### src/dsfo_pkg.sv
// Shared types, constants and the operation sequence for the DSF oscillator.
// Used by dsfo_ctrl, dsfo_datapath and dsf_oscillator_top; no dependencies.
package dsfo_pkg;

    // Default build parameters
    localparam int SINE_TABLE_DEPTH_DEF = 1024;
    localparam int PHASE_BITS_DEF       = 32;
    localparam int SAMPLE_BITS_DEF      = 24;

    // Fixed field widths
    localparam int STEP_W     = 32;
    localparam int CFG_ADDR_W = 3;
    localparam int CFG_DATA_W = 24;

    // Register indexes
    localparam logic [CFG_ADDR_W-1:0] REG_MODE  = 3'd0;
    localparam logic [CFG_ADDR_W-1:0] REG_BANDS = 3'd1;
    localparam logic [CFG_ADDR_W-1:0] REG_FALL  = 3'd2;
    localparam logic [CFG_ADDR_W-1:0] REG_FALL2 = 3'd3;
    localparam logic [CFG_ADDR_W-1:0] REG_FALLP = 3'd4;
    localparam logic [CFG_ADDR_W-1:0] REG_AMP   = 3'd5;

    // Formula select codes
    localparam logic [1:0] MODE_UP_BL = 2'd0;
    localparam logic [1:0] MODE_UP_UL = 2'd1;
    localparam logic [1:0] MODE_UD_BL = 2'd2;
    localparam logic [1:0] MODE_UD_UL = 2'd3;

    // Shared multiplier: signed operands, full product
    localparam int MUL_W  = 34;
    localparam int PROD_W = 2 * MUL_W;

    // Sine polynomial coefficients, Q.28
    localparam logic [28:0] SIN_C1 = 29'd421657428;
    localparam logic [28:0] SIN_C3 = 29'd173399667;
    localparam logic [28:0] SIN_C5 = 29'd21392326;
    localparam logic [28:0] SIN_C7 = 29'd1256749;
    localparam logic [28:0] T_ONE  = 29'd268435456;

    // Datapath operations, one per sequencer step
    localparam int OP_W = 5;
    localparam logic [OP_W-1:0] OP_NB      = 5'd0;
    localparam logic [OP_W-1:0] OP_ANG_CB  = 5'd1;
    localparam logic [OP_W-1:0] OP_SIN_T2  = 5'd2;
    localparam logic [OP_W-1:0] OP_SIN_A5  = 5'd3;
    localparam logic [OP_W-1:0] OP_SIN_A3  = 5'd4;
    localparam logic [OP_W-1:0] OP_SIN_A1  = 5'd5;
    localparam logic [OP_W-1:0] OP_SIN_S   = 5'd6;
    localparam logic [OP_W-1:0] OP_DEN_A   = 5'd7;
    localparam logic [OP_W-1:0] OP_DEN_B   = 5'd8;
    localparam logic [OP_W-1:0] OP_ANG_T   = 5'd9;
    localparam logic [OP_W-1:0] OP_SAVE_S0 = 5'd10;
    localparam logic [OP_W-1:0] OP_NUM_A   = 5'd11;
    localparam logic [OP_W-1:0] OP_ANG_K1  = 5'd12;
    localparam logic [OP_W-1:0] OP_ANG_K0  = 5'd13;
    localparam logic [OP_W-1:0] OP_INN_A   = 5'd14;
    localparam logic [OP_W-1:0] OP_INN_P   = 5'd15;
    localparam logic [OP_W-1:0] OP_FIN     = 5'd16;

    // Sequence positions
    localparam int PC_W = 6;
    localparam logic [PC_W-1:0] PC_UP_FIRST   = 6'd16;
    localparam logic [PC_W-1:0] PC_BAND_FIRST = 6'd22;
    localparam logic [PC_W-1:0] PC_FIN        = 6'd36;

    // Controller to datapath commands
    typedef struct packed {
        logic            load;
        logic            issue;
        logic            wb;
        logic [OP_W-1:0] op;
        logic            div_init;
        logic            div_step;
        logic            out_load;
    } dsfo_cmd_t;

    // Datapath to controller status
    typedef struct packed {
        logic out_full;
    } dsfo_stat_t;

    // Operation at each sequence position; a sine takes five steps
    function automatic logic [OP_W-1:0] prog_op(input logic [PC_W-1:0] pc);
        logic [OP_W-1:0] op;
        case (pc)
            6'd0:  op = OP_NB;
            6'd1:  op = OP_ANG_CB;
            6'd2, 6'd10, 6'd16, 6'd23, 6'd29: op = OP_SIN_T2;
            6'd3, 6'd11, 6'd17, 6'd24, 6'd30: op = OP_SIN_A5;
            6'd4, 6'd12, 6'd18, 6'd25, 6'd31: op = OP_SIN_A3;
            6'd5, 6'd13, 6'd19, 6'd26, 6'd32: op = OP_SIN_A1;
            6'd6, 6'd14, 6'd20, 6'd27, 6'd33: op = OP_SIN_S;
            6'd7:  op = OP_DEN_A;
            6'd8:  op = OP_DEN_B;
            6'd9:  op = OP_ANG_T;
            6'd15: op = OP_SAVE_S0;
            6'd21: op = OP_NUM_A;
            6'd22: op = OP_ANG_K1;
            6'd28: op = OP_ANG_K0;
            6'd34: op = OP_INN_A;
            6'd35: op = OP_INN_P;
            6'd36: op = OP_FIN;
            default: op = OP_FIN;
        endcase
        return op;
    endfunction

endpackage

### src/dsfo_datapath.sv
// Datapath of the DSF oscillator: phase accumulators, shared multiplier,
// polynomial sine, serial divider and output register. Depends on dsfo_pkg.
module dsfo_datapath
    import dsfo_pkg::*;
#(
    parameter int SINE_TABLE_DEPTH = SINE_TABLE_DEPTH_DEF,
    parameter int PHASE_BITS       = PHASE_BITS_DEF,
    parameter int SAMPLE_BITS      = SAMPLE_BITS_DEF
) (
    input  logic                   aclk,
    input  logic                   aresetn,
    input  dsfo_cmd_t              cmd,
    output dsfo_stat_t             stat,
    input  logic [1:0]             mode,
    input  logic [9:0]             band_count,
    input  logic [15:0]            falloff,
    input  logic [15:0]            falloff_squared,
    input  logic [15:0]            falloff_pow_n1,
    input  logic [23:0]            amplitude_recip,
    input  logic [STEP_W-1:0]      carrier_step,
    input  logic [STEP_W-1:0]      modulator_step,
    output logic                   m_tvalid,
    input  logic                   m_tready,
    output logic [SAMPLE_BITS-1:0] sample,
    output logic                   blocked
);

    localparam int PB = PHASE_BITS;
    localparam int SB = SAMPLE_BITS;
    localparam int LB = $clog2(SINE_TABLE_DEPTH);
    localparam logic [PB-1:0] QTR = PB'(1) << (PB - 2);
    localparam logic signed [MUL_W-1:0] Q28_ONE = 34'sd268435456;
    localparam logic [SB-1:0] MAG_MAX = {1'b0, {(SB-1){1'b1}}};
    localparam logic [SB-1:0] MAG_NEG = {1'b1, {(SB-1){1'b0}}};

    logic [PB-1:0]              th_reg, be_reg, nb_reg, ang_reg, base;
    logic [28:0]                t2_reg, pacc_reg;
    logic signed [29:0]         sv_reg, s0_reg;
    logic signed [MUL_W-1:0]    den_reg, inn_reg, acc2_reg, num_reg;
    logic signed [40:0]         db_reg;
    logic signed [PROD_W-1:0]   prod_reg;
    logic [40:0]                rem_reg, ud_reg;
    logic                       lsb_reg, neg_reg, sat_reg, blk_reg;
    logic [SB-1:0]              quo_reg;
    logic                       m_tvalid_reg;
    logic [SB-1:0]              sample_reg;
    logic                       blocked_reg;

    logic [LB-1:0]              idx;
    logic [28:0]                t0, tt, sv_mag;
    logic signed [MUL_W-1:0]    op_a, op_b, a2q, p16;
    logic signed [PROD_W-1:0]   p_sh16, p_sh28;
    logic [MUL_W-1:0]           un;
    logic [40:0]                ud;
    logic [41:0]                sh;
    logic                       ge;
    logic [SB-1:0]              res;

    // Sine argument: quadrant and folded position, Q1.28
    assign idx    = ang_reg[PB-1 -: LB];
    assign t0     = 29'(idx[LB-3:0]) << (30 - LB);
    assign tt     = idx[LB-2] ? (T_ONE - t0) : t0;
    assign sv_mag = prod_reg[56:28];

    assign a2q    = signed'({6'd0, falloff_squared, 12'd0});
    assign p_sh16 = prod_reg >>> 16;
    assign p_sh28 = prod_reg >>> 28;
    assign p16    = signed'(p_sh16[MUL_W-1:0]);
    assign base   = (mode == MODE_UP_BL) ? th_reg : QTR;

    // Multiplier operand select
    always_comb begin
        op_a = '0;
        op_b = '0;
        case (cmd.op)
            OP_NB:     begin op_a = MUL_W'(band_count); op_b = MUL_W'(be_reg); end
            OP_SIN_T2: begin op_a = MUL_W'(tt);       op_b = MUL_W'(tt);       end
            OP_SIN_A5: begin op_a = MUL_W'(t2_reg);   op_b = MUL_W'(SIN_C7);   end
            OP_SIN_A3: begin op_a = MUL_W'(t2_reg);   op_b = MUL_W'(pacc_reg); end
            OP_SIN_A1: begin op_a = MUL_W'(t2_reg);   op_b = MUL_W'(pacc_reg); end
            OP_SIN_S:  begin op_a = MUL_W'(tt);       op_b = MUL_W'(pacc_reg); end
            OP_DEN_A:  begin op_a = MUL_W'(sv_reg);   op_b = MUL_W'(falloff);  end
            OP_DEN_B:  begin op_a = den_reg; op_b = MUL_W'(amplitude_recip);   end
            OP_NUM_A:  begin op_a = MUL_W'(sv_reg);   op_b = MUL_W'(falloff);  end
            OP_INN_A:  begin op_a = MUL_W'(sv_reg);   op_b = MUL_W'(falloff);  end
            OP_INN_P:  begin op_a = inn_reg; op_b = MUL_W'(falloff_pow_n1);    end
            OP_FIN:    begin op_a = MUL_W'(s0_reg);   op_b = acc2_reg;         end
            default:   begin op_a = '0;               op_b = '0;               end
        endcase
    end

    // Divider step and sign magnitudes
    assign un = num_reg[MUL_W-1] ? MUL_W'(-num_reg) : num_reg;
    assign ud = db_reg[40] ? 41'(-db_reg) : db_reg;
    assign sh = {rem_reg, lsb_reg};
    assign ge = sh >= {1'b0, ud_reg};

    // Saturated, signed result
    always_comb begin
        if (neg_reg) begin
            res = (sat_reg || quo_reg > MAG_NEG) ? MAG_NEG : SB'(-quo_reg);
        end else begin
            res = (sat_reg || quo_reg > MAG_MAX) ? MAG_MAX : quo_reg;
        end
    end

    // Phase accumulators
    always_ff @(posedge aclk) begin
        if (!aresetn) begin
            th_reg <= '0;
            be_reg <= '0;
        end else if (cmd.load) begin
            th_reg <= th_reg + carrier_step[STEP_W-1 -: PB];
            be_reg <= be_reg + modulator_step[STEP_W-1 -: PB];
        end
    end

    // Shared multiplier with registered product
    always_ff @(posedge aclk) begin
        if (cmd.issue) begin
            prod_reg <= op_a * op_b;
        end
    end

    // Write back of each step
    always_ff @(posedge aclk) begin
        if (cmd.wb) begin
            case (cmd.op)
                OP_NB:      nb_reg   <= prod_reg[PB-1:0];
                OP_ANG_CB:  ang_reg  <= be_reg + QTR;
                OP_SIN_T2:  t2_reg   <= prod_reg[56:28];
                OP_SIN_A5:  pacc_reg <= SIN_C5 - prod_reg[56:28];
                OP_SIN_A3:  pacc_reg <= SIN_C3 - prod_reg[56:28];
                OP_SIN_A1:  pacc_reg <= SIN_C1 - prod_reg[56:28];
                OP_SIN_S: begin
                    sv_reg <= idx[LB-1] ? -signed'({1'b0, sv_mag}) : signed'({1'b0, sv_mag});
                end
                OP_DEN_A:   den_reg  <= Q28_ONE + a2q - (p16 <<< 1);
                OP_DEN_B:   db_reg   <= p_sh16[40:0];
                OP_ANG_T:   ang_reg  <= th_reg;
                OP_SAVE_S0: begin
                    s0_reg   <= sv_reg;
                    ang_reg  <= th_reg - be_reg;
                    acc2_reg <= Q28_ONE - a2q;
                end
                OP_NUM_A:   acc2_reg <= MUL_W'(s0_reg) - p16;
                OP_ANG_K1:  ang_reg  <= base + nb_reg + be_reg;
                OP_ANG_K0: begin
                    inn_reg <= MUL_W'(sv_reg);
                    ang_reg <= base + nb_reg;
                end
                OP_INN_A:   inn_reg  <= inn_reg - p16;
                OP_INN_P: begin
                    acc2_reg <= acc2_reg - ((mode == MODE_UP_BL) ? p16 : (p16 <<< 1));
                end
                OP_FIN: begin
                    num_reg <= ((mode == MODE_UD_BL) || (mode == MODE_UD_UL)) ?
                               signed'(p_sh28[MUL_W-1:0]) : acc2_reg;
                end
                default: ;
            endcase
        end
    end

    // Restoring divider, one quotient bit per cycle
    always_ff @(posedge aclk) begin
        if (cmd.div_init) begin
            rem_reg <= 41'(un >> 1);
            lsb_reg <= un[0];
            ud_reg  <= ud;
            quo_reg <= '0;
            blk_reg <= (db_reg == '0);
            sat_reg <= 42'(un) >= {ud, 1'b0};
            neg_reg <= num_reg[MUL_W-1] != db_reg[40];
        end else if (cmd.div_step) begin
            rem_reg <= ge ? 41'(sh - {1'b0, ud_reg}) : sh[40:0];
            lsb_reg <= 1'b0;
            quo_reg <= {quo_reg[SB-2:0], ge};
        end
    end

    // Output register
    always_ff @(posedge aclk) begin
        if (!aresetn) begin
            m_tvalid_reg <= 1'b0;
        end else if (cmd.out_load) begin
            m_tvalid_reg <= 1'b1;
        end else if (m_tready) begin
            m_tvalid_reg <= 1'b0;
        end
    end

    always_ff @(posedge aclk) begin
        if (cmd.out_load) begin
            sample_reg  <= blk_reg ? '0 : res;
            blocked_reg <= blk_reg;
        end
    end

    assign stat.out_full = m_tvalid_reg && !m_tready;
    assign m_tvalid      = m_tvalid_reg;
    assign sample        = sample_reg;
    assign blocked       = blocked_reg;

endmodule

### config.mk
export PLATFORM = sky130hd
export DESIGN_NAME = dsfo_datapath
export DESIGN_NICKNAME = d
export VERILOG_FILES = /design/src/dsfo_pkg.sv /design/src/dsfo_datapath.sv
export SDC_FILE = /design/constraint.sdc
export NUM_CORES = 2
export LEC_CHECK = 0
export ABC_AREA = 1
export BUFFER_PORTS_ARGS = -buffer_cell sky130_fd_sc_hd__buf_2
export CAP_MARGIN = 15
export CORE_MARGIN = 3
export CORE_UTILIZATION = 40
export CTS_CLUSTER_SIZE = 24
export DETAILED_ROUTE_END_ITERATION = 10
export GPL_TIMING_DRIVEN = 0
export PLACE_DENSITY_LB_ADDON = 0.1
export REMOVE_ABC_BUFFERS = 1
export SYNTH_ARGS = -nofsm -noshare
export SYNTH_HDL_FRONTEND = slang
export SYNTH_SLANG_ARGS = --single-unit
### constraint.sdc
create_clock -name aclk -period 10.9 [get_ports aclk]
set_input_delay 0.545 -clock aclk [delete_from_list [all_inputs] [get_ports aclk]]
set_output_delay 0.545 -clock aclk [all_outputs]
set_load 0.02 [all_outputs]
* Yosys cells after proc, flatten, opt, wreduce, memory -nomap -nowiden
Cells that the tools add are included.
** Cells by class
- Add/sub/neg operators :: 21
- Multipliers :: 1
- Order comparisons :: 4
- Equality and inequality tests :: 19
- Mux-type cells :: 23
- Reductions and logical operators :: 29
** Operator list (number)
- case mux 34 bit (8 select lines) :: 1
- case mux 34 bit (7 select lines) :: 1
- case mux 32 bit (5 select lines) :: 1
- adder 32 bit :: 4
- 2-to-1 mux 34 bit :: 3
- case mux 34 bit (3 select lines) :: 1
- case mux 29 bit (3 select lines) :: 1
- 2-to-1 mux 41 bit :: 2
- 2-to-1 mux 24 bit :: 3
- case mux 34 bit (2 select lines) :: 1
- subtractor 34 bit :: 2
- 2-to-1 mux 33 bit :: 2
- multiplier 34 x 34 -> 62 bit :: 1
- 2-to-1 mux 29 bit :: 2
- >= comparator 34 x 42 -> 1 bit :: 1
- >= comparator 42 x 41 -> 1 bit :: 1
- zero test 41 bit :: 1
- negation 41 bit :: 1
- subtractor 41 bit :: 1
- equality test 5 x 4 -> 1 bit, second input constant :: 8
- negation 34 bit :: 1
- subtractor 30 x 34 -> 34 bit :: 1
- subtractor 31 x 34 -> 34 bit :: 1
- adder 32 x 31 -> 32 bit, second input constant :: 1
- other kinds (30) :: 55
** Word-level totals
- Bits in registers :: 621
- Input port bits :: 162
- Output and inout bits :: 27

* Depth between registers and ports, before layout
- Depth after elaboration :: 5
- Mapped depth :: 45

* Worst setup path before layout
No wires, ideal clock.
- Kind :: in2reg
- From :: input cmd[7] (netlist bit)
- To :: register prod_reg[58], data pin
- Library setup time :: 0.252 ns
- Data arrival time :: 8.135 ns
- Required time :: 10.648 ns
- Path slack :: 2.513 ns
- Stages on the path :: 32
- Buffers on the path :: 3
- Path through :: buf_4 nor2_2 nand2_1 nor2_4 nand2_1 o21ai_0 a221oi_1 and3_1 buf_2 inv_2 buf_2 nand2_1 fa_1 fa_1 inv_1 fa_1 inv_1 fa_1 inv_1 fa_1 fa_1 fa_1 fa_1 ha_1 a21oi_1 o21ai_0 nand2_1 o211ai_1 a311oi_1 nand2_1 nand2_1 nand2_1
** On the way
- Cells in the longest elaborated chain, start to end :: 4
** Ends and longest elaborated chain
- start, declared :: line dsfo_datapath.sv:12 : input dsfo_cmd_t cmd,
- equality test 5 x 4 -> 1 bit, or another cell as far along :: line dsfo_datapath.sv:75 : case (cmd.op)
- OR reduction 3 bit (no source line) / OR reduction 2 bit (equally long branches)
- case mux 34 bit (8 select lines) / case mux 34 bit (7 select lines) (equally long branches) :: line dsfo_datapath.sv:75
- multiplier 34 x 34 -> 62 bit * :: line dsfo_datapath.sv:121 : prod_reg <= op_a * op_b;
- end signal, assigned :: line dsfo_datapath.sv:121
- end, declared :: line dsfo_datapath.sv:41 : logic signed [PROD_W-1:0] prod_reg;
Mark *: on every way between the ends. The rest lies on a longest branch, timed or not.
A chain may end at the register's enable or synchronous reset.

* Final worst setup path
- From :: input cmd[5] (netlist bit)
- To :: register prod_reg[56], data pin
The elaborated chain is that of the path after synthesis.

==> flow_summary.json <==
{
  "crit_arrival_ns": 11.20,
  "synth_top_area_share": 0.264,
  "yosys_warnings": 0,
  "overflow": 0,
  "hold_slack_ns": 0.135,
  "nets": 13400,
  "route.detailed.drc": 0,
  "finalSetupTns_ns": 0,
  "min_path_type": "in -> reg",
  "largest_reg_flops": 62,
  "die_h_um": 477,
  "fin_ws_ns": 0.0982,
  "fp.coreArea_um2": 220000,
  "setup_viol": 0,
  "tritoncts.num_buffers": 74,
  "grt_use_total": 0.322,
  "cts.sinks": 598,
  "cpMostUsedCell": "fa_1",
  "die_area_um2": 228000,
  "worstSetupPathType": "in -> reg",
  "fin_util": 0.442,
  "critPathMaxStageDelay_ns": 0.84,
  "placed_cells": 14400,
  "syn_inst": 11500,
  "drive_gt1_frac": 0.0531,
  "clock_latency_ns": 0.72,
  "finalPower_mw": 13.3,
  "grt_max_degree": 85,
  "max_freq_mhz": 92.6,
  "min_period_over_period": 0.991,
  "yosys_most_used_dff": "edfxtp_1",
  "netlist_area_um2": 88900,
  "synthTopCellsByArea": "fa_1 (26%), edfxtp_1 (17%), nand2_1 (11%)",
  "grt_pass1_wl_um": 540000,
  "antenna_found_initial": 29,
  "crit_fanout": 39,
  "drt-initial-drc-count": 7767,
  "vias": 79000,
  "synth_compound_area_frac": 0.107,
  "fin_area_um2": 97300,
  "cp-end-kind": "flop",
  "gp_congestion": 0.978,
  "finalWirelength_um": 371000,
  "fin_crit_ns": 10.80,
  "peakVddDrop_mv": 0.123,
  "worstMarginPinSlew_ns": 1.32,
  "synth_top_cell_by_area": "fa_1",
  "dpl-instance-area_um2": 94400,
  "dr.pass1.iters": 6,
  "wl_per_cell_um": 25.4,
  "start_util": 0.403,
  "relSlewSlack": 0.118,
  "synth_edf_count": 501,
  "hold_viol_final": 0,
  "cts_tree": "yes",
  "ctsHoldBuffers": 0,
  "critPathLaunchType": "input pin",
  "async_flop_share": 0,
  "synth_seq_cells": 598,
  "io_buffers": 188,
  "synth_cell_type_count": 76,
  "yosysSeqAreaShare": 0.191,
  "synth_adder_area_share": 0.343,
  "required_ns": 11.30,
  "rows": 172,
  "synthXorXnorAreaFrac": 0.0335,
  "io_pins": 189,
  "clock_skew_ns": 0.0561,
  "synth-simple-area-share": 0.195,
  "synth_area_per_cell_um2": 7.71,
  "yosys-top-cells-count": "nand2_1 (2616), inv_1 (2590), fa_1 (1172), nor2_1 (824), a21oi_1 (632)",
  "dp_slack_ns": -1.81,
  "synth_top_family_by_area": "adder cells",
  "grt_setup_unrepaired": "no",
  "area_delta_synth_final_pct": 9.48,
  "finalNonFillerCells": 14600,
  "clk_root_buffer_cell": "clkbuf_16",
  "grt_pass1_vias": 79800,
  "place_hpwl_um": 308000,
  "power_density_nw_per_um2": 137,
  "ant_nets": 0,
  "p_leak_nw": 48.9,
  "cts-htree-levels": 3,
  "cpMaxStageDelayCell": "fa_2",
  "synth.mux.area_fraction": 0.000113,
  "cts_buffer_depth": 3,
  "synth_most_common_cell": "nand2_1",
  "drv_cap": 0,
  "outcome": "finished clean",
  "die_w_um": 477,
  "vias_per_cell": 5.42,
  "slew_viol_final": 0,
  "clkTransAtPathRegs_ns": 0.05
}
## routing by layer
| metal | up-vias | part of all wire | global-route usage |
|---|---|---|---|
| li1 | 35900 | - | - |
| met1 | 39400 | 0.44 | 0.453 |
| met2 | 3197 | 0.44 | 0.504 |
| met3 | 518 | 0.078 | 0.0470 |
| met4 | 8 | 0.041 | 0.116 |
| met5 | - | 0.00016 | 0 |
## layout make-up
cell class | count | area (um^2)
timing repair buffer | 290 | 3060
multi-input combinational | 7947 | 60900
clock inverter | 45 | 691
tap | 2958 | 3700
antenna | 19 | 47.5
sequential | 598 | 17000
fill | 22600 | 123000
inverter | 2638 | 9950
clock buffer | 90 | 1970
## power breakdown
part / switching (mW) / leakage (nW) / internal (mW) / total [mW]
clock network: 1.16 / 1.28 / 1.66 / 2.82
logic: 4.80 / 42.1 / 2.19 / 6.99
registers: 0.646 / 5.52 / 2.89 / 3.54
## critical path, delay by kind of cell
kind                       cells  cell delay, ns
buffers and inverters          8            1.98
AOI/OAI and AO/OA              1            0.79
xor gates and xnor gates       1            0.15
adders and majority gates      9            5.15
and+or+nand+nor               10            2.48
## timing repair
action | in CTS | in global routing
buffers inserted | 5 | 1
endpoints found under the setup margin | 18 | 11
pin swaps | 1 | 3
resized for setup | 21 | 21
## layout by cell type (no fill, tap or decap), drive strengths merged, types with 62 or more instances in the layout
| cell | n |
|---|---|
| a31oi | 62 |
| xor2 | 260 |
| nand3 | 366 |
| ha | 559 |
| nor2 | 833 |
| edfxtp | 501 |
| o21ai | 593 |
| buf | 290 |
| a21oi | 635 |
| nand2 | 2621 |
| nand4 | 116 |
| xnor2 | 80 |
| nor3 | 120 |
| dfxtp | 97 |
| o21bai | 62 |
| clkbuf | 90 |
| fa | 1172 |
| inv | 2628 |
| a21o | 62 |
## cell families after synthesis
family | after synthesis
AOI/OAI and AO/OA | 1667
DFF | 598
xor gates and xnor gates | 340
buffers and inverters | 2986
muxes | 1
adders and majority gates | 1731
and+or+nand+nor | 4208
## worst paths after layout
path	start	end	slack (ns)	cells after the start
max	cmd[5]	prod_reg[56]	0.1	29
min	m_tready	m_tvalid	0.14	4
max reg2reg	ang_reg[22]	prod_reg[55]	0.32	29
min reg2reg	prod_reg[3]	nb_reg[3]	0.41	0
No activity file was read; power rests on OpenSTA's default activity.
