`src/dsfo_pkg.sv`:
```
// Shared types, constants and the operation sequence for the DSF oscillator.
// Used by dsfo_ctrl, dsfo_datapath and dsf_oscillator_top; no dependencies.
package dsfo_pkg;

    // Default build parameters
    localparam int SINE_TABLE_DEPTH_DEF = 1024;
    localparam int PHASE_BITS_DEF       = 32;
    localparam int SAMPLE_BITS_DEF      = 24;

    // Fixed field widths
    localparam int STEP_W     = 32;
    localparam int CFG_ADDR_W = 3;
    localparam int CFG_DATA_W = 24;

    // Register indexes
    localparam logic [CFG_ADDR_W-1:0] REG_MODE  = 3'd0;
    localparam logic [CFG_ADDR_W-1:0] REG_BANDS = 3'd1;
    localparam logic [CFG_ADDR_W-1:0] REG_FALL  = 3'd2;
    localparam logic [CFG_ADDR_W-1:0] REG_FALL2 = 3'd3;
    localparam logic [CFG_ADDR_W-1:0] REG_FALLP = 3'd4;
    localparam logic [CFG_ADDR_W-1:0] REG_AMP   = 3'd5;

    // Formula select codes
    localparam logic [1:0] MODE_UP_BL = 2'd0;
    localparam logic [1:0] MODE_UP_UL = 2'd1;
    localparam logic [1:0] MODE_UD_BL = 2'd2;
    localparam logic [1:0] MODE_UD_UL = 2'd3;

    // Shared multiplier: signed operands, full product
    localparam int MUL_W  = 34;
    localparam int PROD_W = 2 * MUL_W;

    // Sine polynomial coefficients, Q.28
    localparam logic [28:0] SIN_C1 = 29'd421657428;
    localparam logic [28:0] SIN_C3 = 29'd173399667;
    localparam logic [28:0] SIN_C5 = 29'd21392326;
    localparam logic [28:0] SIN_C7 = 29'd1256749;
    localparam logic [28:0] T_ONE  = 29'd268435456;

    // Datapath operations, one per sequencer step
    localparam int OP_W = 5;
    localparam logic [OP_W-1:0] OP_NB      = 5'd0;
    localparam logic [OP_W-1:0] OP_ANG_CB  = 5'd1;
    localparam logic [OP_W-1:0] OP_SIN_T2  = 5'd2;
    localparam logic [OP_W-1:0] OP_SIN_A5  = 5'd3;
    localparam logic [OP_W-1:0] OP_SIN_A3  = 5'd4;
    localparam logic [OP_W-1:0] OP_SIN_A1  = 5'd5;
    localparam logic [OP_W-1:0] OP_SIN_S   = 5'd6;
    localparam logic [OP_W-1:0] OP_DEN_A   = 5'd7;
    localparam logic [OP_W-1:0] OP_DEN_B   = 5'd8;
    localparam logic [OP_W-1:0] OP_ANG_T   = 5'd9;
    localparam logic [OP_W-1:0] OP_SAVE_S0 = 5'd10;
    localparam logic [OP_W-1:0] OP_NUM_A   = 5'd11;
    localparam logic [OP_W-1:0] OP_ANG_K1  = 5'd12;
    localparam logic [OP_W-1:0] OP_ANG_K0  = 5'd13;
    localparam logic [OP_W-1:0] OP_INN_A   = 5'd14;
    localparam logic [OP_W-1:0] OP_INN_P   = 5'd15;
    localparam logic [OP_W-1:0] OP_FIN     = 5'd16;

    // Sequence positions
    localparam int PC_W = 6;
    localparam logic [PC_W-1:0] PC_UP_FIRST   = 6'd16;
    localparam logic [PC_W-1:0] PC_BAND_FIRST = 6'd22;
    localparam logic [PC_W-1:0] PC_FIN        = 6'd36;

    // Controller to datapath commands
    typedef struct packed {
        logic            load;
        logic            issue;
        logic            wb;
        logic [OP_W-1:0] op;
        logic            div_init;
        logic            div_step;
        logic            out_load;
    } dsfo_cmd_t;

    // Datapath to controller status
    typedef struct packed {
        logic out_full;
    } dsfo_stat_t;

    // Operation at each sequence position; a sine takes five steps
    function automatic logic [OP_W-1:0] prog_op(input logic [PC_W-1:0] pc);
        logic [OP_W-1:0] op;
        case (pc)
            6'd0:  op = OP_NB;
            6'd1:  op = OP_ANG_CB;
            6'd2, 6'd10, 6'd16, 6'd23, 6'd29: op = OP_SIN_T2;
            6'd3, 6'd11, 6'd17, 6'd24, 6'd30: op = OP_SIN_A5;
            6'd4, 6'd12, 6'd18, 6'd25, 6'd31: op = OP_SIN_A3;
            6'd5, 6'd13, 6'd19, 6'd26, 6'd32: op = OP_SIN_A1;
            6'd6, 6'd14, 6'd20, 6'd27, 6'd33: op = OP_SIN_S;
            6'd7:  op = OP_DEN_A;
            6'd8:  op = OP_DEN_B;
            6'd9:  op = OP_ANG_T;
            6'd15: op = OP_SAVE_S0;
            6'd21: op = OP_NUM_A;
            6'd22: op = OP_ANG_K1;
            6'd28: op = OP_ANG_K0;
            6'd34: op = OP_INN_A;
            6'd35: op = OP_INN_P;
            6'd36: op = OP_FIN;
            default: op = OP_FIN;
        endcase
        return op;
    endfunction

endpackage

```
`src/dsfo_ctrl.sv`:
```
// Sequencer for the DSF oscillator: steps the datapath through the formula,
// the divider and the output load. Depends on dsfo_pkg.
module dsfo_ctrl
    import dsfo_pkg::*;
#(
    parameter int SAMPLE_BITS = SAMPLE_BITS_DEF
) (
    input  logic       aclk,
    input  logic       aresetn,
    input  logic       s_tvalid,
    output logic       s_tready,
    input  logic [1:0] mode,
    input  dsfo_stat_t stat,
    output dsfo_cmd_t  cmd
);

    localparam int CNT_W = $clog2(SAMPLE_BITS);

    localparam logic [2:0] ST_IDLE  = 3'd0;
    localparam logic [2:0] ST_RUN   = 3'd1;
    localparam logic [2:0] ST_DINIT = 3'd2;
    localparam logic [2:0] ST_DIV   = 3'd3;
    localparam logic [2:0] ST_DONE  = 3'd4;

    logic [2:0]       state_reg, state_next;
    logic [PC_W-1:0]  pc_reg, pc_next, pc_inc;
    logic             ph_reg, ph_next;
    logic [CNT_W-1:0] cnt_reg, cnt_next;
    logic             skip_up, skip_band;

    // Skip the upper-only numerator terms in up-down modes, band terms in unlimited modes
    assign skip_up   = (mode == MODE_UD_BL) || (mode == MODE_UD_UL);
    assign skip_band = (mode == MODE_UP_UL) || (mode == MODE_UD_UL);

    always_comb begin
        pc_inc = pc_reg + 1'b1;
        if (pc_inc == PC_UP_FIRST && skip_up) begin
            pc_inc = PC_BAND_FIRST;
        end
        if (pc_inc == PC_BAND_FIRST && skip_band) begin
            pc_inc = PC_FIN;
        end
    end

    // Next state and command
    always_comb begin
        state_next   = state_reg;
        pc_next      = pc_reg;
        ph_next      = ph_reg;
        cnt_next     = cnt_reg;
        s_tready     = 1'b0;
        cmd          = '0;
        cmd.op       = prog_op(pc_reg);
        case (state_reg)
            ST_IDLE: begin
                s_tready = 1'b1;
                if (s_tvalid) begin
                    cmd.load   = 1'b1;
                    state_next = ST_RUN;
                    pc_next    = '0;
                    ph_next    = 1'b0;
                end
            end
            ST_RUN: begin
                if (!ph_reg) begin
                    cmd.issue = 1'b1;
                    ph_next   = 1'b1;
                end else begin
                    cmd.wb  = 1'b1;
                    ph_next = 1'b0;
                    if (pc_reg == PC_FIN) begin
                        state_next = ST_DINIT;
                    end else begin
                        pc_next = pc_inc;
                    end
                end
            end
            ST_DINIT: begin
                cmd.div_init = 1'b1;
                cnt_next     = '0;
                state_next   = ST_DIV;
            end
            ST_DIV: begin
                cmd.div_step = 1'b1;
                cnt_next     = cnt_reg + 1'b1;
                if (cnt_reg == CNT_W'(SAMPLE_BITS - 1)) begin
                    state_next = ST_DONE;
                end
            end
            ST_DONE: begin
                if (!stat.out_full) begin
                    cmd.out_load = 1'b1;
                    state_next   = ST_IDLE;
                end
            end
            default: begin
                state_next = ST_IDLE;
            end
        endcase
    end

    always_ff @(posedge aclk) begin
        if (!aresetn) begin
            state_reg <= ST_IDLE;
            pc_reg    <= '0;
            ph_reg    <= 1'b0;
            cnt_reg   <= '0;
        end else begin
            state_reg <= state_next;
            pc_reg    <= pc_next;
            ph_reg    <= ph_next;
            cnt_reg   <= cnt_next;
        end
    end

    // An accepted transaction starts the sequence
    a_start: assert property (@(posedge aclk) disable iff (!aresetn)
        (s_tvalid && s_tready) |=> (state_reg == ST_RUN && pc_reg == '0))
        else $error("sequence did not start after accept");

    // Sequence never runs past the final step
    a_pc_range: assert property (@(posedge aclk) disable iff (!aresetn)
        (state_reg == ST_RUN) |-> (pc_reg <= PC_FIN))
        else $error("sequence position out of range");

    // Divider ends after the step for its last quotient bit
    a_div_len: assert property (@(posedge aclk) disable iff (!aresetn)
        (state_reg == ST_DIV && cnt_reg == CNT_W'(SAMPLE_BITS - 1)) |=>
        (state_reg == ST_DONE))
        else $error("divider length wrong");

endmodule

```
`config.mk`:
```
export PLATFORM = sky130hd
export DESIGN_NAME = dsfo_ctrl
export DESIGN_NICKNAME = d
export VERILOG_FILES = /design/src/dsfo_pkg.sv /design/src/dsfo_ctrl.sv
export SDC_FILE = /design/constraint.sdc
export NUM_CORES = 1
export LEC_CHECK = 0
export BUFFER_PORTS_ARGS = -buffer_cell sky130_fd_sc_hd__buf_2
export CAP_MARGIN = 20
export CELL_PAD_IN_SITES_DETAIL_PLACEMENT = 1
export CELL_PAD_IN_SITES_GLOBAL_PLACEMENT = 1
export CORE_ASPECT_RATIO = 0.5
export CORE_UTILIZATION = 43
export DETAILED_ROUTE_END_ITERATION = 16
export PLACE_DENSITY_LB_ADDON = 0.1
export SLEW_MARGIN = 30
export SYNTH_ARGS = -nofsm -noshare
export SYNTH_HDL_FRONTEND = slang
export SYNTH_SLANG_ARGS = --single-unit
```
`constraint.sdc`:
```
create_clock -name aclk -period 3.6 [get_ports aclk]
set_input_delay 1.08 -clock aclk [delete_from_list [all_inputs] [get_ports aclk]]
set_output_delay 1.08 -clock aclk [all_outputs]
set_load 0.005 [all_outputs]
```
# Word level (Yosys, flattened, before mapping)
# Memory sizes are Yosys's and may differ from the RTL's. A register that Yosys moved wholly into a read port is not among the register bits.
# Index checks and enable logic that the tools add are counted.
# totals
register_bits,15
latchBits,0
ram_bits,0
rom_bits,320
input_bits,6
out_inout_bits,12
elab_cells,61
n_memories,1
# memory_table
memory,depth,word_bits,read_ports,rd_clocked_by_memory_dff,wr,line,text
(name not given),64,5,1,1,0,dsfo_pkg.sv:85,case (pc)
# op_classes
n_addsub,2
n_mul,0
div,0
n_lt_le_gt_ge,0
n_eq_ne,17
n_shift,0
muxes,27
bitwise,0
n_reduce_logical,10
# op_table
operator,count
6-bit two-way mux,7
3-bit two-way mux,5
3-bit one-hot mux with 5 select lines,1
"6-bit by 5-bit == test with 1-bit output, second input constant",2
"2-bit inequality test, second input constant",6
6-bit one-hot mux with 2 select lines,1
1-bit two-way mux,10
5-bit one-hot mux with 2 select lines,1
"6-bit by 1-bit adder with 6-bit output, second input constant",1
"3-bit by 2-bit == test with 1-bit output, second input constant",2
"6-bit == test, second input constant",1
"5-bit by 1-bit adder with 5-bit output, second input constant",1
"5-bit == test, second input constant",1
5-bit AND reduction,1
"2-bit == test, second input constant",2
4-bit AND reduction,1
2-bit nonzero test,2
"3-bit by 1-bit == test with 1-bit output, second input constant",1
"3-bit == test, second input constant",1
3-bit zero test,1
"2-bit by 1-bit == test with 1-bit output, second input constant",1
1-bit logical AND,2
1-bit logical OR,2
2-bit two-way mux,1
2 further kinds,2

# Depth between registers and ports, before layout
# Gate-level depths: netlist of the first run.
# logic_depth
word_depth,12
ltp_mapped,14
mapped_depth_nobuf,13

# Worst setup path before layout of the first run
# Ideal clock, no wire load.
# synth_path
kind,input to register
startpoint,input s_tvalid
endpoint,"register, netlist name cmd[4]"
setup_ps,129
t_arrival_ps,3181
required_ps,3471
path_slack_ps,290
path_stages,10
path_buffers,0
path_cell_list,mux2_2 > nand2_1 > o21ai_0 > inv_1 > o21ai_0 > inv_1 > ha_1 > mux2_1 > a2111oi_0 > o21ai_1
# synth_between
elab_chain_len,4
# synth_rtl
element,line,text
start: declaration,dsfo_ctrl.sv:10,"input logic s_tvalid,"
2-bit inequality test (no source line),n/a,
4-bit AND reduction (no source line),n/a,
6-bit two-way mux (no source line) (2 in a row),n/a,
# No other way between the ends.
# A chain may end at the register's enable or synchronous reset.

# Worst setup path in the final report of the first run
# layout_path
startpoint,input s_tvalid
endpoint,"register, netlist name cmd[4]"
# layout_between
elab_chain_len,4
# layout_rtl
element
2-bit inequality test (no source line)
4-bit AND reduction (no source line)
6-bit two-way mux (no source line) (2 in a row)
# No other way between the ends.

==> results list, run 1 <==
* Floorplan die width: 87.6 µm
* Arr. time, crit path: 3.54 ns
- Adder-cell share of the synthesized area: 5.56%
- After layout, the minimum clock period comes to 3.40 ns.
- Total Wirelength: 4420 µm
- Busiest metal layer after global routing: met2
- Max-cap viol count: 0
* Endpoints failing hold: 0
- Relative to the synthesized area, the layout overhead comes to 12.5%.
* Antenna diodes: 0
- Fraction of post-synthesis cell area in the top cell type by area: 25.4%
- Placer congestion estimate: 0.788
- The final count of pins violating max slew is 0.
- On the worst path, the slowest cell contributes a delay of 0.44 ns.
* Sort of element at the start of the critical path: input pin
- For this run, design rule violations remaining after detail routing come to 0.
- Grt met2 use: 39.2%
* Root Driver: sky130_fd_sc_hd__clkbuf_8
- Via count of the first global-routing pass: 1498
- After the first detailed-routing iteration, the DRC count stood at 41.
- The biggest area contributor in the post-synthesis netlist is sky130_fd_sc_hd__dfxtp_1.
- For this design the ratio of total power to cell area is 299 mW/mm².
- For this run, the number of Yosys warnings is 0.
- Count of hold-fix buffers inserted at cts: 0
* Result of the run: complete, no violations
- Counting instances, the worst hold path has a depth of 2.
* Total CTS buffers: 3
- The clock passes through at most 2 buffers.
* Instance count of the mapped netlist: 202
- Final hold analysis gives a worst-case slack of 0.476 ns.
- Entering global routing, the biggest net connects 14 pins.
- The cell family contributing the most delay on the critical path is compound AO/OA/AOI/OAI gates.
- Mux share of post-synthesis cell area: 4.05%
- Final net count: 230
- In this run the worst path has a maximum fanout of 4.
- Using the TritonRoute via totals, the vias-per-cell ratio works out to 5.85.
* Global-route wire length before repair: 7430 µm
- CP Cell Sequence: buf_2, mux2_2, nand2_1, o21ai_0, inv_1, o21ai_0, inv_1, ha_1, mux2_1, a2111oi_0, o21ai_1
- Number of cells on the worst reg-to-reg path: 12
- Input/output buffers: 17
- Total Die Area: 0.00393 mm²
- Flip-flop count of the largest register after layout: 6
* Core ar.: 0.00347 mm²
* Slew at the pin with the worst max-slew slack: 0.589 ns
* Synthesized-area fraction occupied by and/or/nand/nor cells: 25.1%
- Xor and xnor fraction of the mapped netlist area: 2.22%
- When the netlist entered floorplanning its net count stood at 215.
- Data on the critical path is required at its endpoint by 3.74 ns.
- Yosys mapped a number of flops with a built-in enable equal to 0.
- Overall power consumption after layout is estimated at 0.529 mW.
- Buffer count from post-CTS setup fixing: 0
- Element type at the critical path end: register
- Worst-Skew Late Latency: 0.26 ns
* Distinct cell type count of the synthesized netlist: 58
- In this run the number of H-tree levels came out at 1.
- Routed length per placed instance: 16.5 µm
- I/O pins: 18
- Site row count: 15
- CTS clk-pin slew, worst paths: 0.08 ns
- The slowest stage of the critical path is the sky130_fd_sc_hd__a2111oi_0 cell.
- TritonCTS clock tree: built
* Sequential-to-total area share from yosys stat: 25.4%
* Worst reg2reg setup slack: 0.26 ns
- Most frequent cell after synthesis: sky130_fd_sc_hd__nor2_1
- Highest achievable clock rate: 294 MHz
- The worst register-to-register path begins at pc_reg[0].
- Total GRT Usage: 24.9%
- Number of flip-flops and latches in the synthesized netlist: 20
- Min-Delay Path Class: reg -> reg
- Summed over all layers, the global routing overflow is 0.
* Layout cell share with drive strength beyond 1: 19.9%
- The worst register-to-register path ends at cmd[4].
- Ranked by instance count, the synthesized netlist is headed by 24 x sky130_fd_sc_hd__nor2_1, 20 x sky130_fd_sc_hd__dfxtp_1, 14 x sky130_fd_sc_hd__inv_1.
* Initial Utilization: 45.4%
- A synthesized cell averages 7.80 µm².
* Post-layout util: 51.1%
- The worst path uses 94.4% of the clock period.
- The critical path in this run is classified as in -> reg.
- Synthesized-area fraction occupied by ao, oa, aoi and oai cells: 29.3%
- After synthesis, the cell types taking the most area are sky130_fd_sc_hd__dfxtp_1 25%, sky130_fd_sc_hd__nor2_1 5.7%, sky130_fd_sc_hd__ha_1 5.6%.
- Dominant synthesized flop cell: sky130_fd_sc_hd__dfxtp_1
- Met1 Track Usage GR: 35.8%
- For met3 alone, demand over resource in global routing was 4.94%.
- CTS Sinks: 20
- Setup violations remaining at the end of the flow were counted as 0.
* Number of nets with antenna violations after detailed routing: 0
- The cell area that synthesis handed to floorplanning was 0.00158 mm².
- In the synthesized netlist the async set-or-reset flop fraction comes to 0%.
- Before antenna repair, the detailed router went through 4 iterations.
- Dominant combinational cell family by area after synthesis: compound AO/OA/AOI/OAI gates
* Dpl hpwl: 3310 µm
- Worst Hold End: cnt_reg[1]
* Setup repair after global routing missed its margin: false
- Number of antenna violations at the first check in global routing: 0
* Worst clock skew: 0.00341 ns
- Highest ir drop seen on vdd: 183 µV
* Max_slew headroom: 60.7%
* Leakage power: 0.718 nW
- Critical hold path startpoint: cnt_reg[1]
- Via Count: 1563
- Die Y-Extent: 44.8 µm
- The critical path contains buffers and inverters numbering 3 combined.
[placed cells by master, fill, tap and decap left out, drive strengths merged, types with 2 or more instances in the layout]
| master | netlist | layout |
|---|---|---|
| mux2 | 3 | 3 |
| a2111oi | 2 | 2 |
| mux2i | 3 | 3 |
| o21a | 3 | 3 |
| and3 | 4 | 4 |
| xor2 | 2 | 2 |
| o31ai | 4 | 4 |
| o21ai | 18 | 18 |
| nand4 | 7 | 7 |
| ha | 7 | 7 |
| a32oi | 2 | 2 |
| buf | 9 | 23 |
| nor3 | 4 | 4 |
| a21oi | 8 | 8 |
| nor2 | 24 | 24 |
| a211oi | 4 | 4 |
| a31oi | 3 | 3 |
| o211ai | 3 | 3 |
| dfxtp | 20 | 20 |
| a21o | 3 | 3 |
| xnor2 | 2 | 2 |
| nand2 | 11 | 11 |
| nor2b | 3 | 3 |
| inv | 14 | 14 |
| nand3 | 6 | 6 |
| and2 | 3 | 3 |
| nor4 | 3 | 3 |
| nand2b | 4 | 4 |
| clkbuf | 4 | 3 |
[cell type report]
cell class                      count  area (µm²)
Fill cell                         430        1700
Timing Repair Buffer               23         130
Sequential cell                    20         402
Tap cell                           51        63.8
Clock inverter                      1        30.0
Clock buffer                        3        41.3
Inverter                           14        52.6
Multi-Input combinational cell    155        1050
[what timing repair did]
| item | CTS | global route |
|---|---|---|
| setup endpoints to repair | 0 | 2 |
| endpoints found under the hold margin | 0 | 0 |
| resized for setup | 0 | 2 |
[logic make-up after synthesis]
| kind of cell | count (synthesis) |
|---|---|
| XOR/XNOR | 4 |
| adder cells (fa/ha/maj) | 7 |
| multiplexers | 6 |
| AO/OA/AOI/OAI | 63 |
| AND/OR/NAND/NOR | 75 |
| buffers and inverters | 27 |
| flip-flops | 20 |
[layer usage]
layer / vias to the layer above / part of all wire, % / wire length (µm)
li1: 771 / - / -
met1: 768 / 52 / 2310
met2: 18 / 44 / 1940
met3: 6 / 2.7 / 121
met4: 0 / 1.2 / 51
met5: - / 0 / 0
[worst min-delay path, cell delays in order, from the launching register on]
cell and delay, ns:
sky130_fd_sc_hd__dfxtp_1 0.33, sky130_fd_sc_hd__nand2_1 0.06, sky130_fd_sc_hd__a21oi_1 0.05
[how the worst max path moves through the flow]
stage / cells past startpoint / from / to
floorplan: 10 / s_tvalid / cmd[4]
global placement: 11 / s_tvalid / cmd[4]
detailed placement: 11 / s_tvalid / cmd[4]
CTS: 11 / pc_reg[0] / cmd[4]
global route: 11 / s_tvalid / cmd[4]
finish: 11 / s_tvalid / cmd[4]
[report_power, final]
| part | internal (mW) | switching [mW] |
|---|---|---|
| clock network | 0.148 | 0.0791 |
| registers | 0.226 | 0.00519 |
| logic | 0.0269 | 0.0438 |
| total | 0.401 | 0.128 |
[per-stage QoR]
stage               setup TNS [ns]  setup WS [ns]  instances  area, µm²
floorplan                        0          0.290        202       1580
global placement                 0          0.190        263       1690
detailed placement         -0.0160        -0.0160        263       1690
CTS                              0          0.129        267       1760
global route                     0         0.0142        267       1770
finish                           0          0.202        267       1770
No activity file was read; power rests on OpenSTA's default activity.
==> run 2, diff against run 1 <==
BUFFER_PORTS_ARGS = -buffer_cell sky130_fd_sc_hd__buf_4   (was -buffer_cell sky130_fd_sc_hd__buf_2)
==> run 2 against run 1 <==
Net effect: final cell count rose by 0.75%; clock-buffer cell count did not move; maximum frequency rose by 1.3%; combinational power rose by 12%; critical path depth rose by 2; clock skew rose by 0.0033 ns; non-clock buffer count rose by 2; worst hold slack improved by 0.0077 ns; core utilization rose by 1.3 points; largest cell class unchanged; sequential power barely moved; die area did not move; via count fell by 0.45%.
==> results list, run 2 (same netlist as run 1, synthesis figures left out) <==
- Global-route wire length before repair: 7330 µm
- In this run the standard cell core region covers 0.00347 mm².
* Flip-flop count of the largest register after layout: 6
- The clock passes through at most 2 buffers.
- Leakage power: 0.732 nW
- Critical hold path startpoint: cnt_reg[1]
- Arr. time, crit path: 3.50 ns
* Commonest cells after routing, fill and taps aside: 25 x sky130_fd_sc_hd__buf_4, 24 x sky130_fd_sc_hd__nor2_1, 20 x sky130_fd_sc_hd__dfxtp_1, 14 x sky130_fd_sc_hd__inv_1, 13 x sky130_fd_sc_hd__o21ai_0
- Total Wirelength: 4510 µm
- Endpoint of the most critical register-to-register path: cmd[4]
- Along the worst path, the maximum fanout reaches 8.
* Worst setup slack after layout: 0.246 ns
* Register share of total power: 42.6%
- Routability-driven placement finished with a final weighted congestion of 0.869.
- Endpoints failing hold: 0
- Startpoint-to-endpoint class of the critical path: reg -> reg
- Dpl hpwl: 3450 µm
- Setup violations remaining at the end of the flow were counted as 0.
- In the final routed layout, each cell accounts on average for 16.7 µm.
- Total Die Area: 0.00393 mm²
* Placed insts: 265
- For this design, the slowest cell found on the critical path is sky130_fd_sc_hd__dfxtp_1.
- Total buffers and inverters traversed by the critical path: 4
- Antenna diodes: 0
* Sort of element at the start of the critical path: register
* Most common cell after layout, fill and taps aside: sky130_fd_sc_hd__buf_4
- After detailed placement, the total cell area comes to 0.00175 mm².
- The cell family contributing the most delay on the critical path is compound AO/OA/AOI/OAI gates.
- The share of total power dissipated in combinational logic is 14.6%.
- Final net count: 232
* Final standard cell area without fillers: 0.00182 mm²
- After layout, the design draws a total of 0.540 mW.
* Number of fill cells in the layout: 427
- Worst clock skew: 0.00668 ns
- The flow ran to the end, and the final reports show no timing, DRC or antenna violations.
* Cell internal power dissipation: 0.407 mW
- Layout area overhead: 15.4%
- I/O pins: 18
- Worst Hold End: cnt_reg[1]
- Worst Hold Depth: 2
* Total GRT Usage: 25.0%
- Initial Utilization: 45.4%
- For the worst setup path, the data required time is 3.74 ns.
- Via Count: 1556
- Clock tree synthesis inserted a total of 3 buffers.
- The final critical path takes up 93.2% of the cycle.
* Cts repair resizes: 0
- Across the run, the number of max-cap violations was 0.
* CP Cell Sequence: buf_4, inv_1, ha_1, nor2b_1, and3_4, o21ai_0, inv_1, o21ai_0, inv_1, ha_1, mux2_1, a2111oi_0, o21ai_1
- Cell occurring most often along the worst timing path: sky130_fd_sc_hd__inv_1
- Summing all multi-input logic gate instances after layout gives 0.00104 mm².
- Number of antenna violations at the first check in global routing: 0
- Number of nets with antenna violations after detailed routing: 0
* Input/output buffers: 17
- Number of cells on the worst reg-to-reg path: 13
- The first routing iteration left 95 violations.
* Total congestion overflow: 0
- Element type at the critical path end: register
- Residual DRC count: 0
* Worst reg2reg setup slack: 0.25 ns
* Layout cell share with drive strength beyond 1: 19.3%
- The clock period could shrink to 3.35 ns.
- Across the whole layout, storage elements account for 400 µm².
- Highest achievable clock rate: 298 MHz
* Worst-Skew Late Latency: 0.26 ns
- In this run the worst hold path is classified as reg -> reg.
- Entering global routing, the biggest net connects 14 pins.
- Buffer count from post-CTS setup fixing: 0
* Root Driver: sky130_fd_sc_hd__clkbuf_8
- Part of the power in the clock network: 42.7%
- Site row count: 15
* Final standard cell count with taps included and fillers excluded: 269
- For this design the total switching power over the nets is 0.133 mW.
- Maximum level of the CTS H-tree: 1
- Total negative slack for setup checks: 0 ns
- Post-DR vias/cell: 5.78
* Max_slew headroom: 40.1%
- Die Y-Extent: 44.8 µm
- Post-layout util: 52.4%
- After clock tree synthesis, the clock-pin slew on the worst setup and hold paths is 0.08 ns.
- Place WS: 0.0281 ns
* Worst path max stage delay: 0.42 ns
- Worst R2R Start: pc_reg[0]
- Setup repair after global routing missed its margin: false
- TritonCTS clock tree: built
* Power density of the placed cells: 297 mW/mm²
- Worst hold margin: 0.484 ns
* Proportion of total power due to net switching: 24.6%
* Count of hold-fix buffers inserted at cts: 0
- Clock tree synthesis found a total of 20 sinks.
* Highest ir drop seen on vdd: 181 µV
- Via count of the first global-routing pass: 1442
* Initial DRT Pass Iterations: 4
* Floorplan die width: 87.6 µm
* Slew at the pin with the worst max-slew slack: 0.893 ns
* Number of slew-limit violations in the final report: 0
==> run 2: metal layers <==
layer  GRT usage, %  part of all wire (%)  routed length, µm
met3           6.95                   5.2                233
met1           36.7                    51               2280
met5              0                     0                  0
met4           3.28                  0.27                 12
met2           37.5                    44               1980
==> run 2: power groups by stage <==
stage	registers (mW)	logic (mW)	clock network [mW]
final	0.230	0.0790	0.231
after global routing	0.231	0.0871	0.250
after CTS	0.230	0.0787	0.238
after detailed placement	0.235	0.0781	0
after global placement	0.235	0.0756	0
after floorplan	0.235	0.0485	0
==> run 2: worst max-delay path by stage <==
stage	to	slack, ns	depth (start not counted)	start
6_report	cmd[4]	0.25	13	pc_reg[0]
5_1_grt	cmd[4]	0.02	13	pc_reg[0]
4_1_cts	cmd[4]	0.26	11	pc_reg[0]
3_5_place_dp	cmd[4]	0.03	11	s_tvalid
3_3_place_gp	cmd[4]	0.22	11	s_tvalid
2_1_floorplan	cmd[4]	0.29	10	s_tvalid
==> run 2: cell type report <==
type,instances,share of cell area [%]
clock inverters,1,1.65
flip-flops and latches,20,22.0
repair buffers,25,10.3
multi-input cells,155,57.4
inverters,14,2.89
well taps,51,3.51
clock buffers,3,2.27
==> run 2: worst reg2reg max path: stages, from the launching register on <==
cell and delay [ns]:
sky130_fd_sc_hd__dfxtp_1 0.42, sky130_fd_sc_hd__buf_4 0.18, sky130_fd_sc_hd__inv_1 0.05, sky130_fd_sc_hd__ha_1 0.19, sky130_fd_sc_hd__nor2b_1 0.20, sky130_fd_sc_hd__and3_4 0.21, sky130_fd_sc_hd__o21ai_0 0.31, sky130_fd_sc_hd__inv_1 0.13
sky130_fd_sc_hd__o21ai_0 0.26, sky130_fd_sc_hd__inv_1 0.12, sky130_fd_sc_hd__ha_1 0.34, sky130_fd_sc_hd__mux2_1 0.30, sky130_fd_sc_hd__a2111oi_0 0.39, sky130_fd_sc_hd__o21ai_1 0.12
==> run 3, diff against run 2 <==
BUFFER_PORTS_ARGS = not set   (was -buffer_cell sky130_fd_sc_hd__buf_4)
CORE_UTILIZATION = 45   (was 43)
DONT_BUFFER_PORTS = 1   (was not set)
clock period = 3.46 ns   (was 3.6 ns; I/O delays follow)
==> run 3 against run 2 <==
Net effect: sequential cell count is the same; maximum frequency grew 5.6%; clock power grew 4%; clock-buffer cell count is the same; critical endpoint unchanged; highest routed layer unchanged; via count shrank 1.5%; largest power group is now registers.
==> results list, run 3 (same netlist as run 1, synthesis figures left out) <==
- Highest ir drop seen on vdd: 158 µV
- In this run, the clock network consumes 44.3% of the power.
* Dpl hpwl: 3500 µm
- Total congestion overflow: 0
- Entering global routing, the biggest net connects 14 pins.
* Worst-Skew Late Latency: 0.26 ns
- TritonCTS clock tree: built
- Power density of the placed cells: 315 mW/mm²
- Cells with a size suffix above 1 make up 15.8% of the layout.
* Place WS: 0.0240 ns
- Fraction of the cycle the final worst path needs: 91.8%
* Worst clock skew: 0.00122 ns
- Register share of total power: 44.7%
- Setup repair after global routing missed its margin: false
* Site row count: 14
- Setup Viol. Count Final: 0
- DRC marker count from the first detailed-route iteration: 79
- Clock-pin slew was measured on the worst setup and hold paths at 0.08 ns.
- The number of global-route vias before repair was 1484.
- The register with the most flip-flops in the layout has 6 of them.
- Cell internal power dissipation: 0.412 mW
* Total GRT Usage: 26.9%
* Critical hold path startpoint: cnt_reg[1]
* Maximum level of the CTS H-tree: 1
- The final route contains 1532 vias.
* Total area of multi-input combinational cells: 0.00106 mm²
- Placed inst area: 0.00163 mm²
- Layout area overhead: 9.29%
* Required time of the critical path: 3.61 ns
* Antenna diodes: 0
- Post-layout util: 54.3%
- Slew at the pin with the worst max-slew slack: 0.649 ns
* Highest achievable clock rate: 315 MHz
- At the end of the flow, the number of nets in the layout was 217.
- Launch point of the critical path: pc_reg[0]
- Arr. time, crit path: 3.33 ns
- For this design the top-level I/O count stands at 18.
- Global-route wire length before repair: 7670 µm
* Max-cap viol count: 0
- Floorplan die width: 85.7 µm
- The final hold violation count is 0.
* Max_slew headroom: 56.6%
- The root buffer cell chosen for the clock tree is sky130_fd_sc_hd__clkbuf_8.
- The filler cells instantiated in the layout total 405.
- Min-Delay Path Class: reg -> reg
* Critical Path Fanout Max: 7
- Proportion of total power due to net switching: 24.2%
- The region available for standard cell placement spans 0.00317 mm².
* Sort of element at the start of the critical path: register
- Clock tree synthesis inserted a total of 3 buffers.
- In this run the power spent charging and discharging nets is 0.132 mW.
* Initial DRT Pass Iterations: 4
- Dividing the detail-routed wire length by the instance count gives 17.9 µm.
- Input/output buffers: 0
- The longest clock path from root to sink contains 2 buffers.
- Most common cell after layout, fill and taps aside: sky130_fd_sc_hd__nor2_1
- Combinational cells account for 10.9% of the total power.
* Worst hold margin: 0.498 ns
- Leakage power: 0.655 nW
* Worst setup slack after layout: 0.283 ns
* Final standard cell count with taps included and fillers excluded: 251
- For this configuration, the core starts out at a cell density of 49.7%.
- The floorplan step defined a die boundary enclosing 0.00376 mm².
- Post-DR vias/cell: 6.10
* Placed insts: 247
* Total negative slack for setup checks: 0 ns
- Result of the run: complete, no violations
- Leaving out fill and tap cells, the most frequent cells in the layout are 24 x sky130_fd_sc_hd__nor2_1, 19 x sky130_fd_sc_hd__dfxtp_1, 14 x sky130_fd_sc_hd__inv_1, 12 x sky130_fd_sc_hd__o21ai_0, 11 x sky130_fd_sc_hd__nand2_1.
- Number of slew-limit violations in the final report: 0
- Die Y-Extent: 43.9 µm
- Number of antenna violations at the first check in global routing: 0
- Total Wirelength: 4500 µm
- The critical path is of the reg -> reg type.
* Placer congestion estimate: 0.939
* CTS Sinks: 20
- The routed design could run at a clock period as short as 3.18 ns.
- Summing all flip-flop and latch instances after layout gives 402 µm².
* Number of nets with antenna violations after detailed routing: 0
- Element type at the critical path end: register
* Final standard cell area without fillers: 0.00172 mm²
* Worst R2R Start: pc_reg[0]
- Residual DRC count: 0
- The design draws 0.544 mW.
## run 3: changes by cell type in the layout (fill, tap and decap cells not counted), sizes merged
| cell | before | now |
|---|---|---|
| buf | 25 | 10 |
## run 3: repair_timing
item                                    in CTS  in global routing
setup buffers                                0                  0
gates resized for setup                      0                  6
hold buffers                                 0                  0
endpoints found under the setup margin       0                  2
## run 3: final timing paths
kind / end / slack (ns) / cells after the start
max: cmd[4] / 0.28 / 11
min: cnt_reg[1] / 0.50 / 2
max reg2reg: cmd[4] / 0.28 / 11
min reg2reg: cnt_reg[1] / 0.50 / 2
## run 3: power by group through the flow
stage	combinational [mW]	clock [mW]	sequential [mW]
global route	0.0672	0.256	0.244
detailed placement	0.0587	0	0.249
CTS	0.0590	0.247	0.243
finish	0.0594	0.241	0.243
global placement	0.0569	0	0.249
floorplan	0.0504	0	0.244
## run 3: layout make-up
class	count	share of cell area, %
multi-input combinational	155	61.7
timing repair buffer	10	4.36
sequential	20	23.3
tap	48	3.49
clock buffer	3	2.40
clock inverter	1	1.74
inverter	14	3.05
## run 3: routing by layer
layer	share of wire [%]	vias up	global-route usage, %
met5	0	-	0
met4	1.0	0	6.33
met3	5.2	6	8.00
met2	42	45	40.5
met1	52	739	38.0
li1	-	742	-
## run 3: worst max-delay path, cell delays in order (launching register included)
cell	delay [ns]
sky130_fd_sc_hd__dfxtp_1	0.36
sky130_fd_sc_hd__buf_4	0.18
sky130_fd_sc_hd__and3_1	0.17
sky130_fd_sc_hd__o32ai_1	0.37
sky130_fd_sc_hd__nor2_1	0.18
sky130_fd_sc_hd__o221a_2	0.36
sky130_fd_sc_hd__o21ai_1	0.18
sky130_fd_sc_hd__inv_1	0.09
sky130_fd_sc_hd__ha_1	0.35
sky130_fd_sc_hd__mux2_1	0.31
sky130_fd_sc_hd__a2111oi_1	0.39
sky130_fd_sc_hd__o21ai_1	0.12
